<file path="src/rtl/tgr_pkg.sv">
package tgr_pkg;

  localparam logic [7:0] CHAR_NUL = 8'h00;
  localparam logic [7:0] CHAR_LF  = 8'h0A;
  localparam logic [7:0] CHAR_CR  = 8'h0D;

  localparam int unsigned GLYPH_ROWS = 5;
  localparam int unsigned GLYPH_COLS = 3;
  localparam logic [9:0]  ADVANCE_X  = 10'd4;
  localparam logic [7:0]  ADVANCE_Y  = 8'd6;
  localparam logic [6:0]  LINE_LEN_RST = 7'd76;

  typedef logic [4:0][2:0] glyph_t;

  typedef struct packed {
    logic [7:0]  character;
    logic        first;
    logic [8:0]  start_x;
    logic [7:0]  start_y;
    logic [31:0] color;
  } in_req_t;

  typedef struct packed {
    logic [9:0]  pos_x;
    logic [7:0]  pos_y;
    logic [14:0] mask;
    logic [31:0] pixel_color;
  } out_res_t;

  // rows listed top to bottom; bit 2 of a row is the left column
  function automatic glyph_t gl(input logic [2:0] r0, input logic [2:0] r1,
                                input logic [2:0] r2, input logic [2:0] r3,
                                input logic [2:0] r4);
    glyph_t g;
    g[0] = r0;
    g[1] = r1;
    g[2] = r2;
    g[3] = r3;
    g[4] = r4;
    return g;
  endfunction

  function automatic glyph_t glyph_lookup(input logic [7:0] ch);
    logic [7:0] u;
    glyph_t     g;
    // fold lower case to upper case
    if (ch >= 8'h61 && ch <= 8'h7A) begin
      u = ch - 8'h20;
    end else begin
      u = ch;
    end
    case (u)
      8'h30: g = gl(7, 5, 5, 5, 7);
      8'h31: g = gl(2, 6, 2, 2, 7);
      8'h32: g = gl(7, 1, 7, 4, 7);
      8'h33: g = gl(7, 1, 7, 1, 7);
      8'h34: g = gl(5, 5, 7, 1, 1);
      8'h35: g = gl(7, 4, 7, 1, 7);
      8'h36: g = gl(7, 4, 7, 5, 7);
      8'h37: g = gl(7, 1, 1, 1, 1);
      8'h38: g = gl(7, 5, 7, 5, 7);
      8'h39: g = gl(7, 5, 7, 1, 7);
      8'h41: g = gl(2, 5, 7, 5, 5);
      8'h42: g = gl(6, 5, 6, 5, 6);
      8'h43: g = gl(7, 4, 4, 4, 7);
      8'h44: g = gl(6, 5, 5, 5, 6);
      8'h45: g = gl(7, 4, 6, 4, 7);
      8'h46: g = gl(7, 4, 6, 4, 4);
      8'h47: g = gl(7, 4, 5, 5, 7);
      8'h48: g = gl(5, 5, 7, 5, 5);
      8'h49: g = gl(7, 2, 2, 2, 7);
      8'h4A: g = gl(1, 1, 1, 5, 7);
      8'h4B: g = gl(5, 5, 6, 5, 5);
      8'h4C: g = gl(4, 4, 4, 4, 7);
      8'h4D: g = gl(5, 7, 7, 5, 5);
      8'h4E: g = gl(5, 7, 7, 7, 5);
      8'h4F: g = gl(7, 5, 5, 5, 7);
      8'h50: g = gl(7, 5, 7, 4, 4);
      8'h51: g = gl(7, 5, 5, 7, 1);
      8'h52: g = gl(6, 5, 6, 5, 5);
      8'h53: g = gl(7, 4, 7, 1, 7);
      8'h54: g = gl(7, 2, 2, 2, 2);
      8'h55: g = gl(5, 5, 5, 5, 7);
      8'h56: g = gl(5, 5, 5, 5, 2);
      8'h57: g = gl(5, 5, 7, 7, 5);
      8'h58: g = gl(5, 5, 2, 5, 5);
      8'h59: g = gl(5, 5, 2, 2, 2);
      8'h5A: g = gl(7, 1, 2, 4, 7);
      8'h5B: g = gl(6, 4, 4, 4, 6);  // [
      8'h5D: g = gl(3, 1, 1, 1, 3);  // ]
      8'h3D: g = gl(0, 7, 0, 7, 0);  // =
      8'h2D: g = gl(0, 0, 7, 0, 0);  // -
      8'h3A: g = gl(0, 2, 0, 2, 0);  // :
      8'h2E: g = gl(0, 0, 0, 0, 2);  // .
      8'h2F: g = gl(1, 1, 2, 4, 4);  // /
      8'h5F: g = gl(0, 0, 0, 0, 7);  // _
      8'h3C: g = gl(1, 2, 4, 2, 1);  // <
      8'h3E: g = gl(4, 2, 1, 2, 4);  // >
      8'h23: g = gl(5, 7, 5, 7, 5);  // #
      8'h20: g = gl(0, 0, 0, 0, 0);  // space
      default: g = gl(7, 1, 2, 0, 2);  // question mark
    endcase
    return g;
  endfunction

endpackage

</file>
<file path="src/rtl/text_glyph_renderer_top.sv">
// Text glyph renderer: turns a stream of text bytes into 3x5 pixel masks.
// Input channel (in_valid/in_stall/in_data) carries one character request per
// cycle unless in_stall is high; first marks the start of a string and loads
// the cursor origin. Output channel (out_valid/out_stall/out_data) carries one
// glyph per byte, unknown bytes as a question mark: position, clipped 15-bit
// mask and color. NUL, CR, LF, bytes past the screen bottom and bytes of a
// stopped string give no output. cfg_valid/cfg_data sets the line length
// (characters before an automatic wrap); cfg_ready is always high. Write it
// only while the block is idle. An accepted request enters the input register,
// then its glyph the result register. The block takes one request per cycle
// while out_stall is low; cursor update and glyph ROM lookup are combinational.
// When the receiver stalls, the result register holds; one more request still
// enters the input register, and requests with no output keep draining.
// Reset (synchronous, rst_n low) empties both registers, clears the cursor,
// sets the line length to 76 and leaves drawing stopped until a request with
// first.
module text_glyph_renderer_top #(
  parameter int SCREEN_WIDTH  = 320,
  parameter int SCREEN_HEIGHT = 224
) (
  input  logic              clk,
  input  logic              rst_n,
  input  logic              in_valid,
  output logic              in_stall,
  input  tgr_pkg::in_req_t  in_data,
  output logic              out_valid,
  input  logic              out_stall,
  output tgr_pkg::out_res_t out_data,
  input  logic              cfg_valid,
  output logic              cfg_ready,
  input  logic [6:0]        cfg_data
);
  import tgr_pkg::*;

  localparam logic [10:0] SW = 11'(SCREEN_WIDTH);
  localparam logic [8:0]  SH = 9'(SCREEN_HEIGHT);

  logic [6:0] max_cols_r;
  logic [8:0] origin_x_r, origin_x_nxt;
  logic [9:0] cursor_x_r, cursor_x_nxt;
  logic [7:0] cursor_y_r, cursor_y_nxt;
  logic [6:0] col_cnt_r, col_cnt_nxt;
  logic       stopped_r, stopped_nxt;

  logic     s1_valid_r;
  in_req_t  s1_data_r;
  logic     out_valid_r;
  out_res_t out_data_r;

  logic     has_res;
  logic     out_free;
  logic     advance;
  logic     in_take;
  glyph_t   rows;
  logic [14:0] mask;

  assign cfg_ready     = 1'b1;
  assign out_valid     = out_valid_r;
  assign out_data      = out_data_r;

  assign out_free = !out_valid_r || !out_stall;
  assign advance  = s1_valid_r && (!has_res || out_free);
  assign in_stall = s1_valid_r && !advance;
  assign in_take  = in_valid && !in_stall;

  always_comb begin
    logic wrap;
    origin_x_nxt = origin_x_r;
    cursor_x_nxt = cursor_x_r;
    cursor_y_nxt = cursor_y_r;
    col_cnt_nxt  = col_cnt_r;
    stopped_nxt  = stopped_r;
    has_res      = 1'b0;
    wrap         = 1'b0;
    if (s1_data_r.first) begin
      origin_x_nxt = s1_data_r.start_x;
      cursor_x_nxt = {1'b0, s1_data_r.start_x};
      cursor_y_nxt = s1_data_r.start_y;
      col_cnt_nxt  = '0;
      stopped_nxt  = 1'b0;
    end
    if (!stopped_nxt) begin
      if (s1_data_r.character == CHAR_NUL ||
          ({1'b0, cursor_y_nxt} + 9'd5) >= SH) begin
        stopped_nxt = 1'b1;
      end else if (s1_data_r.character != CHAR_CR) begin
        wrap = (s1_data_r.character == CHAR_LF) || (col_cnt_nxt >= max_cols_r);
        if (wrap) begin
          cursor_x_nxt = {1'b0, origin_x_nxt};
          cursor_y_nxt = cursor_y_nxt + ADVANCE_Y;
          col_cnt_nxt  = '0;
        end
        has_res = (s1_data_r.character != CHAR_LF);
      end
    end
  end

  // glyph at the (possibly wrapped) cursor, clipped to the screen
  assign rows = glyph_lookup(s1_data_r.character);

  always_comb begin
    mask = '0;
    for (int r = 0; r < GLYPH_ROWS; r++) begin
      for (int c = 0; c < GLYPH_COLS; c++) begin
        mask[r*GLYPH_COLS + c] = rows[r][2-c] &&
            (({1'b0, cursor_x_nxt} + 11'(c)) < SW) &&
            (({1'b0, cursor_y_nxt} + 9'(r)) < SH);
      end
    end
  end

  always_ff @(posedge clk) begin
    if (!rst_n) begin
      max_cols_r  <= LINE_LEN_RST;
      origin_x_r  <= '0;
      cursor_x_r  <= '0;
      cursor_y_r  <= '0;
      col_cnt_r   <= '0;
      stopped_r   <= 1'b1;
      s1_valid_r  <= 1'b0;
      out_valid_r <= 1'b0;
    end else begin
      if (cfg_valid && cfg_ready) begin
        max_cols_r <= cfg_data;
      end
      if (advance) begin
        origin_x_r <= origin_x_nxt;
        cursor_x_r <= has_res ? (cursor_x_nxt + ADVANCE_X) : cursor_x_nxt;
        cursor_y_r <= cursor_y_nxt;
        col_cnt_r  <= has_res ? (col_cnt_nxt + 7'd1) : col_cnt_nxt;
        stopped_r  <= stopped_nxt;
      end
      if (in_take) begin
        s1_valid_r <= 1'b1;
      end else if (advance) begin
        s1_valid_r <= 1'b0;
      end
      if (advance && has_res) begin
        out_valid_r <= 1'b1;
      end else if (!out_stall) begin
        out_valid_r <= 1'b0;
      end
    end
  end

  always_ff @(posedge clk) begin
    if (in_take) begin
      s1_data_r <= in_data;
    end
    if (advance && has_res) begin
      out_data_r.pos_x       <= cursor_x_nxt;
      out_data_r.pos_y       <= cursor_y_nxt;
      out_data_r.mask        <= mask;
      out_data_r.pixel_color <= s1_data_r.color;
    end
  end

endmodule

</file>
<file path="config.mk">
export PLATFORM = sky130hd
export DESIGN_NAME = text_glyph_renderer_top
export DESIGN_NICKNAME = d
export VERILOG_FILES = /design/src/rtl/tgr_pkg.sv /design/src/rtl/text_glyph_renderer_top.sv
export SDC_FILE = /design/constraint.sdc
export NUM_CORES = 1
export LEC_CHECK = 0
export ABC_AREA = 1
export BUFFER_PORTS_ARGS = -buffer_cell sky130_fd_sc_hd__buf_2
export CAP_MARGIN = 20
export CORE_UTILIZATION = 60
export DETAILED_ROUTE_END_ITERATION = 8
export PLACE_DENSITY = 0.91
export SLEW_MARGIN = 20
export SYNTH_ARGS = -nofsm -noshare
export SYNTH_HDL_FRONTEND = slang
export SYNTH_SLANG_ARGS = --single-unit
</file>
<file path="constraint.sdc">
create_clock -name clk -period 13.4 [get_ports clk]
set_input_delay 0.67 -clock clk [delete_from_list [all_inputs] [get_ports clk]]
set_output_delay 0.67 -clock clk [all_outputs]
set_load 0.01 [all_outputs]
</file>
== After elaboration in Yosys (flattened, before gate mapping) ==
Memories as Yosys holds them, arrays and structs flattened.
Index checks and enable logic that the tools add are counted.
Widths: inputs -> output; s select.

* Memories kept: 1
* Memory bits (read-only): 1920
* Register bits after elaboration: 167

* $lt $le $gt $ge: 12
* Mux-type cells: 30
* Reductions and logical operators: 46
* Add/sub/neg operators: 11
* Eq/ne operators: 4

{| class="wikitable"
|+ Memory list
! name !! depth !! bits a word !! read ports !! clocked after Yosys merged registers in !! write ports !! line !! RTL
|-
| (no name shown) || 128 || 15 || 1 || 0 || 0 || tgr_pkg.sv:52 || <nowiki>case (u)</nowiki>
|}

{| class="wikitable"
|+ Operator list
! cell !! count
|-
| $mux 10 || 6
|-
| $mux 8 || 6
|-
| $mux 7 || 6
|-
| $lt 9x8->1 const B || 4
|-
| $logic_and 1x1->1 || 35
|-
| $lt 11x9->1 const B || 2
|-
| $add 8x2->9 const B || 2
|-
| $add 8x3->9 const B || 2
|-
| $ne 8x4->1 const B || 2
|-
| $mux 15 || 1
|-
| $add 10x1->11 const B || 1
|-
| $add 10x2->11 const B || 1
|-
| $add 10x3->10 const B || 1
|-
| $lt 10x9->1 const B || 1
|-
| $mux 1 || 10
|-
| $add 8x1->9 const B || 1
|-
| $ge 9x8->1 const B || 1
|-
| $mux 9 || 1
|-
| $add 8x3->8 const B || 1
|-
| $eq 8x4->1 const B || 1
|-
| $ge 8x7->1 const B || 1
|-
| $le 8x7->1 const B || 1
|-
| $logic_not 8->1 || 1
|-
| $lt 8x8->1 const B || 1
|-
| other kinds (7) || 14
|}

== Logic depth before layout (Yosys ltp) ==
Gate-level depths: netlist of run 1.

* Word-level depth: 14
* Depth in mapped cells: 29

== Worst setup path after synthesis of run 1 ==
OpenSTA, ideal clock, no wires.

* Path kind: register -> register
* Start point: reg s1_data_r[49] (netlist bit)
* End point: reg out_data_r (netlist bit out_data[0]) (enable)
* Library setup time: 0.488 ns
* Data arrival time: 4.967 ns
* Stages on the path, launching flop included: 18
* Setup slack: 7.945 ns
* Buffers on the path: 2
* Path through: edfxtp_1 buf_4 nand2_1 nand2_2 ha_1 nand3b_1 nor2_1 nor2_1 nor2_2 nand2_2 nand3_2 nor2_2 inv_2 nor2_1 nor2_1 buf_2 inv_1 nor2_1

* Longest elaborated chain between the ends: 10

{| class="wikitable"
|+ RTL lines
! element !! line !! RTL
|-
| start, declared || text_glyph_renderer_top.sv:46 || <nowiki>in_req_t s1_data_r;</nowiki>
|-
| start signal, assigned || text_glyph_renderer_top.sv:148 || <nowiki>s1_data_r <= in_data;</nowiki>
|-
| $mux 8 || text_glyph_renderer_top.sv:75 || <nowiki>if (s1_data_r.first) begin</nowiki>
|-
| $add 8x3->9 || text_glyph_renderer_top.sv:84 || <nowiki>({1'b0, cursor_y_nxt} + 9'd5) >= SH) begin</nowiki>
|-
| $ge 9x8->1 || text_glyph_renderer_top.sv:84 ||
|-
| $logic_or 1x1->1 || text_glyph_renderer_top.sv:83 || <nowiki>if (s1_data_r.character == CHAR_NUL ||</nowiki>
|-
| $mux 1 || text_glyph_renderer_top.sv:83 ||
|-
| $mux 1 * || text_glyph_renderer_top.sv:82 || <nowiki>if (!stopped_nxt) begin</nowiki>
|-
| $logic_not 1->1 || text_glyph_renderer_top.sv:62 || <nowiki>assign advance = s1_valid_r && (!has_res || out_free);</nowiki>
|-
| $logic_or 1x1->1 || text_glyph_renderer_top.sv:62 ||
|-
| $logic_and 1x1->1 || text_glyph_renderer_top.sv:62 ||
|-
| $logic_and 1x1->1 * || text_glyph_renderer_top.sv:150 || <nowiki>if (advance && has_res) begin</nowiki>
|-
| end, declared || text_glyph_renderer_top.sv:48 || <nowiki>out_res_t out_data_r;</nowiki>
|}

Every way passes the cells marked *; elsewhere a longest branch is shown, timed or not.
A chain may end at the register's enable or synchronous reset.

== Worst setup path in the final report of run 1 ==
* Start point: reg s1_data_r[49] (netlist bit)
* End point: out in_stall

* Longest elaborated chain between the ends: 11

{| class="wikitable"
|+ RTL lines
! element !! line !! RTL
|-
| $mux 8 || text_glyph_renderer_top.sv:75 ||
|-
| $add 8x3->9 || text_glyph_renderer_top.sv:84 ||
|-
| $ge 9x8->1 || text_glyph_renderer_top.sv:84 ||
|-
| $logic_or 1x1->1 || text_glyph_renderer_top.sv:83 ||
|-
| $mux 1 || text_glyph_renderer_top.sv:83 ||
|-
| $mux 1 * || text_glyph_renderer_top.sv:82 ||
|-
| $logic_not 1->1 * || text_glyph_renderer_top.sv:62 ||
|-
| $logic_or 1x1->1 * || text_glyph_renderer_top.sv:62 ||
|-
| $logic_and 1x1->1 * || text_glyph_renderer_top.sv:62 ||
|-
| $logic_not 1->1 * || text_glyph_renderer_top.sv:63 || <nowiki>assign in_stall = s1_valid_r && !advance;</nowiki>
|-
| $logic_and 1x1->1 * || text_glyph_renderer_top.sv:63 ||
|-
| end, declared || text_glyph_renderer_top.sv:24 || <nowiki>output logic in_stall,</nowiki>
|}

Marks and branches as above.

==> results.toml, run 1 <==
[run_status]
outcome = "complete, no violations"

[global_routing]
grt_max_degree = 66
grt.overflow.total = 0
grtUsageTotal = 0.280
grt_pass1_vias = 6449
grt_pass1_wl_um = 31300
grt_antenna_before_repair = 0

[drt]
via_per_inst = 5.62
first_pass_iters = 6
first_iter_violations = 733
wl_met1_um = 8170
ant_nets = 0
num_vias = 7037
top_layer = "met4"
drt_drc_violations_left = 0
wl_met3_um = 1970
drt_wl_total_um = 19400
dr_wl_met2_um = 8830
routedWlPerCell_um = 15.5

[finish]
design_area_mm2 = 0.00970
final_layout_size_suffix_gt1_frac = 0.201
multi_input_area_mm2 = 0.00315
finalNonFillerCells = 1253
fin_nets = 1152
fill_cells = 983
area_growth_pct = 17.0
diodes = 0
post-route-util = 0.726
regArea_mm2 = 0.00457

[hold_path]
holdCritPathClass = "in -> reg"

[clock_tree]
cts_tree = "built"
cts_setup_buffers = 0
clk_latency_ns = 0.43
holdBufCountCts = 0
path_clk_slew_ns = 0.07
cts.sinks = 167
cts_root_buf = "clkbuf_16"
cts_buffers = 17
cts_resized = 0
cts_max_path_buffers = 2
htreeDepth = 4

[critical_path]
critPathLaunchType = "flop"
arrival_ns = 4.30
endpoint_kind = "primary output"
critPathMaxFanout = 32
cp_data_required_time_ns = 12.73
setup.worst_path.class = "reg -> out"

[timing]
hold_viol = 0
timing.fmax_mhz = 201
tightest_slew_ns = 0.804
finClkSkew_ns = 0.00997
slew_headroom = 0.464
rsz0062_at_grt = "no"
maxSlewViolCount = 0
period_needed_ns = 4.97
fin_tns_setup_ns = 0
period_share = 0.371
final-setup-viol-count = 0

[floorplanning]
coreArea_mm2 = 0.0133
ios = 138
start_util = 0.621
die_w_um = 120
dieArea_mm2 = 0.0143
die_h_um = 120
rows = 42

[power]
pwr_density_cell_mw_per_mm2 = 130
switching_share = 0.266
switchingPower_uw = 334
power.internal_uw = 923
clockPowerShare = 0.397
p_leak_nw = 4.27
ir_drop_v = 0.000108
comb_power_share = 0.125
seqPwrFrac = 0.478

[placed_design]
postPlaceCellArea_mm2 = 0.00909
port_buffers = 136
gp_congestion = 0.971
dp.cells = 1221
hpwl_um = 13600

[yosys]
syn_area_per_cell_um2 = 8.85
ys_ff_latch = 167
synth_cells = 937
ys.flop_type = "edfxtp_1"
synth_warnings = 0
yosysSeqAreaShare = 0.552
synth_cell_types = 46
async_reset_ff_frac = 0
syn_area_mm2 = 0.00829
synth_edf_count = 123
synthesis.nets = 1025

[run]
max_cap_viol_count = 0
==> Yosys cell counts (all sizes together), types with 3 or more instances <==
cell type,n,share of area
nand2,214,0.10
edfxtp,123,0.45
inv,112,0.051
nor2,103,0.054
o21ai,85,0.052
a21oi,69,0.042
nand3,58,0.036
dfxtp,44,0.11
clkbuf,24,0.011
ha,18,0.027
nand4,16,0.012
a31oi,12,0.0091
buf,11,0.0097
nor3,8,0.0054
o31ai,7,0.0063
xor2,7,0.0074
o211ai,6,0.0054
or2,3,0.0023
==> worst paths after layout <==
kind	slack (ns)	endpoint	startpoint	cells past startpoint
max	8.43	in_stall	s1_data_r[49]	17
min	0.41	s1_data_r[25]	in_data[25]	1
max reg2reg	8.68	out_data[34]	s1_data_r[49]	20
min reg2reg	0.42	out_data[25]	s1_data_r[25]	0
==> cell families (layout without fill, tap and decap cells) <==
| logic type | count (synthesis) | after routing | synth area share |
|---|---|---|---|
| and+or+nand+nor | 405 | 405 | 0.215 |
| AOI/OAI and AO/OA | 192 | 192 | 0.127 |
| DFF | 167 | 167 | 0.552 |
| buffers and inverters | 147 | 287 | 0.0714 |
| adders and majority gates | 18 | 18 | 0.0272 |
| xor gates and xnor gates | 7 | 7 | 0.00740 |
| other | 1 | 1 | 0.000452 |
==> state kept, by name, summed over array words and instances, names as in the netlist, 7 cells and up <==
name        cells
col_cnt_r       7
max_cols_r      7
origin_x_r      9
out_data       65
cursor_y_r      8
s1_data_r      58
cursor_x_r     10
==> stage by stage <==
step | worst slack [ns] | power (mW) | hold WS (ns)
4_1_cts | 8.48 | 1.26 | 0.401
3_3_place_gp | 8.96 | 0.761 | 0.401
6_report | 8.43 | 1.26 | 0.412
2_1_floorplan | 7.95 | 0.715 | 0.400
5_1_grt | 8.09 | 1.30 | 0.398
3_5_place_dp | 8.76 | 0.765 | 0.405
==> cell type report <==
class                      instances  share of cell area
multi-input combinational        623               0.325
clock buffer                      18              0.0453
sequential                       167               0.472
tap                              176              0.0227
clock inverter                    14              0.0168
inverter                         112              0.0434
timing repair buffer             143              0.0756
==> placed cells by master, fill, tap and decap left out, drive strengths merged <==
| cell type | count |
|---|---|
| a21boi | 2 |
| a31oi | 12 |
| nor2 | 103 |
| nand4 | 16 |
| a211oi | 1 |
| nor4b | 1 |
| clkinv | 2 |
| o21ai | 85 |
| edfxtp | 123 |
| nand2 | 214 |
| o21bai | 2 |
| a311oi | 1 |
| dfxtp | 44 |
| clkinvlp | 3 |
| ha | 18 |
| a2111oi | 1 |
| a21oi | 69 |
| xor2 | 7 |
| o31ai | 7 |
| nand3b | 1 |
| a21o | 1 |
| nor3 | 8 |
| nand3 | 58 |
| o22ai | 2 |
| bufinv | 2 |
| nor4 | 1 |
| o21a | 1 |
| clkbuf | 18 |
| buf | 143 |
| inv | 119 |
| or2 | 3 |
| o211ai | 6 |
| o221ai | 2 |
| conb | 1 |
==> critical path, stage by stage (launching register included) <==
cell      delay (ns)
edfxtp_1        0.71
inv_2           0.58
nand2_1         0.10
nand2_1         0.19
ha_1            0.19
nand3_1         0.10
nor2_1          0.10
nand2_1         0.05
nand2_1         0.05
nand2_1         0.07
nand2_2         0.09
nand3_2         0.15
nor2_2          0.54
inv_2           0.26
nor2_1          0.28
nand2_1         0.13
inv_1           0.13
buf_2           0.14
==> power by group through the flow <==
stage,Clock (mW),Sequential [mW],Combinational [mW]
detailed placement,0,0.612,0.154
floorplan,0,0.613,0.102
global route,0.522,0.603,0.175
CTS,0.503,0.601,0.155
finish,0.499,0.601,0.157
global placement,0,0.610,0.151
==> per-layer routing <==
metal,GRT usage,vias up
met4,0.108,0
met3,0.0751,39
met2,0.429,378
met1,0.382,3193
met5,0,-
li1,-,3427
No activity file was read; power rests on OpenSTA's default activity.
==> inputs of run 2 (changes only) <==
- ABC_AREA: 1 -> 0
- CORE_UTILIZATION: 60 -> 51
- PLACE_DENSITY: 0.91 -> 0.83
- clock period: 13.4 -> 4 ns (I/O delays scaled with it)
==> results.toml, run 2 <==
[run_status]
outcome = "complete, no violations"

[drt]
ant_nets = 0
drt_wl_total_um = 22500
first_iter_violations = 802
drt_drc_violations_left = 0
num_vias = 7222
first_pass_iters = 6
routedWlPerCell_um = 18.2
via_per_inst = 5.85

[yosys]
syn_area_mm2 = 0.00828
synthTopCellsByArea = "edfxtp_1 (45%), dfxtp_1 (11%), nand2_1 (4.7%)"
ys_ff_latch = 167
yosysTopAreaCell = "edfxtp_1"
yosysTopAreaCellShare = 0.446
syn_area_per_cell_um2 = 10.5
synth_cell_types = 87
yosysSeqAreaShare = 0.552
synth_most_common_cell = "edfxtp_1"
synth_cells = 785
synth_common_cells = "edfxtp_1 (123), nand2_1 (103), a21oi_1 (68), o21ai_0 (57), nor2_1 (56)"
synthesis.nets = 873
ys.flop_type = "edfxtp_1"
synth_edf_count = 123
synth_warnings = 0
async_reset_ff_frac = 0

[clock_tree]
cts.sinks = 167
clk_latency_ns = 0.43
cts_buffers = 17
cts_root_buf = "clkbuf_16"
htreeDepth = 4
cts_tree = "built"
path_clk_slew_ns = 0.07
cts_max_path_buffers = 2

[finish]
fill_cells = 1186
mostFrequentLayoutCell = "buf_2"
diodes = 0
final_cell_mix = "buf_2 (136), edfxtp_1 (123), nand2_1 (103)"
regArea_mm2 = 0.00457
largest_reg_flops = 65
area_growth_pct = 29.2
multi_input_area_mm2 = 0.00344
final_layout_size_suffix_gt1_frac = 0.262
fin_nets = 1094

[timing]
slew_headroom = 0.557
hold_ws_ns = 0.0177
period_share = 0.973
period_needed_ns = 3.89
maxSlewViolCount = 0
finalWorstSetupSlack_ns = 0.108
final-setup-viol-count = 0
tightest_slew_ns = 0.648
finClkSkew_ns = 0.0128
hold_viol = 0
timing.fmax_mhz = 257

[global_routing]
grt.overflow.total = 0
grt_max_degree = 51
grtUsageTotal = 0.269
grt_antenna_before_repair = 0
grt_pass1_wl_um = 34300
grt_pass1_vias = 6661

[critical_path]
reg2reg_to = "out_data[39]"
critPathLaunchType = "flop"
critPathMaxFanout = 8
cp_data_required_time_ns = 4.27
endpoint_kind = "flop"
ff2ff_setup_slack_ns = 0.11
arrival_ns = 4.16
reg2reg_depth = 16
timing.rr.start = "s1_data_r[49]"
setup.worst_path.class = "reg -> reg"

[floorplanning]
start_util = 0.521
dieArea_mm2 = 0.0167
die_h_um = 129
die_w_um = 129
rows = 46
coreArea_mm2 = 0.0159
ios = 138

[placed_design]
gp_congestion = 0.941
dp_slack_ns = 0.0618
port_buffers = 136
hpwl_um = 14700

[run]
max_cap_viol_count = 0

[power]
p_leak_nw = 4.16
ir_drop_v = 0.000309
p_total_mw = 4.14
pwr_density_cell_mw_per_mm2 = 387

[hold_path]
holdPathStages = 3
holdCritPathClass = "in -> reg"
worstHoldEndpoint = "max_cols_r[1]"
worstHoldStart = "cfg_data[1]"
==> run 2: cell types whose count changed after synthesis, sizes merged, moves of 10 or more <==
| cell | before | now |
|---|---|---|
| a211oi | 1 | 11 |
| inv | 112 | 34 |
| nor2b | 0 | 13 |
| xnor2 | 0 | 11 |
| mux2i | 0 | 13 |
| nand2 | 214 | 103 |
| nor3 | 8 | 20 |
| o21ai | 85 | 59 |
| nand3 | 58 | 12 |
| nand4 | 16 | 6 |
| nor2 | 103 | 58 |
==> run 2: per-stage QoR <==
step	cells	utilization	area [µm²]	setup TNS, ns
final	1235	0.674	10700	0
after global routing	1235	0.674	10700	-0.0608
after CTS	1231	0.670	10600	0
after detailed placement	1138	0.596	9460	0
after global placement	1138	0.596	9460	0
after floorplan	785	-	8370	-4.91
==> run 2: layout make-up <==
class                           count  share of cell area
Sequential cell                   167               0.428
Multi-Input combinational cell    538               0.322
Timing Repair Buffer              248               0.160
Clock buffer                       17              0.0398
Tap cell                          216              0.0253
Clock inverter                     15              0.0130
Inverter                           34              0.0124
==> run 2: how the worst max path moves through the flow <==
stage                             start            to  depth (start not counted)
after floorplan           s1_data_r[49]  out_data[34]                         20
after global placement    s1_data_r[49]  out_data[37]                         16
after detailed placement  s1_data_r[49]  out_data[46]                         16
after CTS                 s1_data_r[49]  out_data[46]                         16
after global routing      s1_data_r[49]  out_data[33]                         16
final                     s1_data_r[49]  out_data[39]                         16
==> run 2: logic make-up (layout without fill, tap and decap cells) <==
logic type,count (synthesis),in the layout,synth area share
and+or+nand+nor,251,251,0.145
AOI/OAI and AO/OA,233,233,0.186
buffers and inverters,80,314,0.0444
adders and majority gates,19,19,0.0284
other,1,1,0.000453
muxes,19,19,0.0275
xor gates and xnor gates,15,15,0.0159
DFF,167,167,0.552
==> run 2: per-layer routing <==
metal / up-vias / track usage / routed length [µm]
met5: - / 0 / 0
li1: 3368 / - / -
met3: 63 / 0.0483 / 1500
met1: 3424 / 0.355 / 9300
met2: 367 / 0.438 / 10900
met4: 0 / 0.116 / 816
==> run 2: power by group <==
part	switching [mW]	internal, mW	total [mW]
Combinational	0.335	0.246	0.581
Clock	0.743	0.823	1.57
Sequential	0.0442	1.95	2.00
Total	1.12	3.02	4.14
==> run 2: critical path, cell delays in order (launching register included) <==
cell      delay, ns
edfxtp_1       0.47
buf_4          0.18
nor2b_1        0.17
ha_1           0.17
and4_1         0.22
nand2_1        0.06
o211a_1        0.27
buf_4          0.16
nor3_4         0.21
buf_6          0.15
a31oi_1        0.10
a22o_4         0.29
inv_4          0.11
nand4_1        0.19
or4_1          0.54
a22o_2         0.27
nor3_1         0.18
==> run 2: what timing repair did <==
action | CTS | global route
endpoints found under the setup margin | 0 | 11
setup buffers | 0 | 4
resized for setup | 0 | 9
hold buffers | 61 | 0
endpoints found under the hold margin | 61 | 0
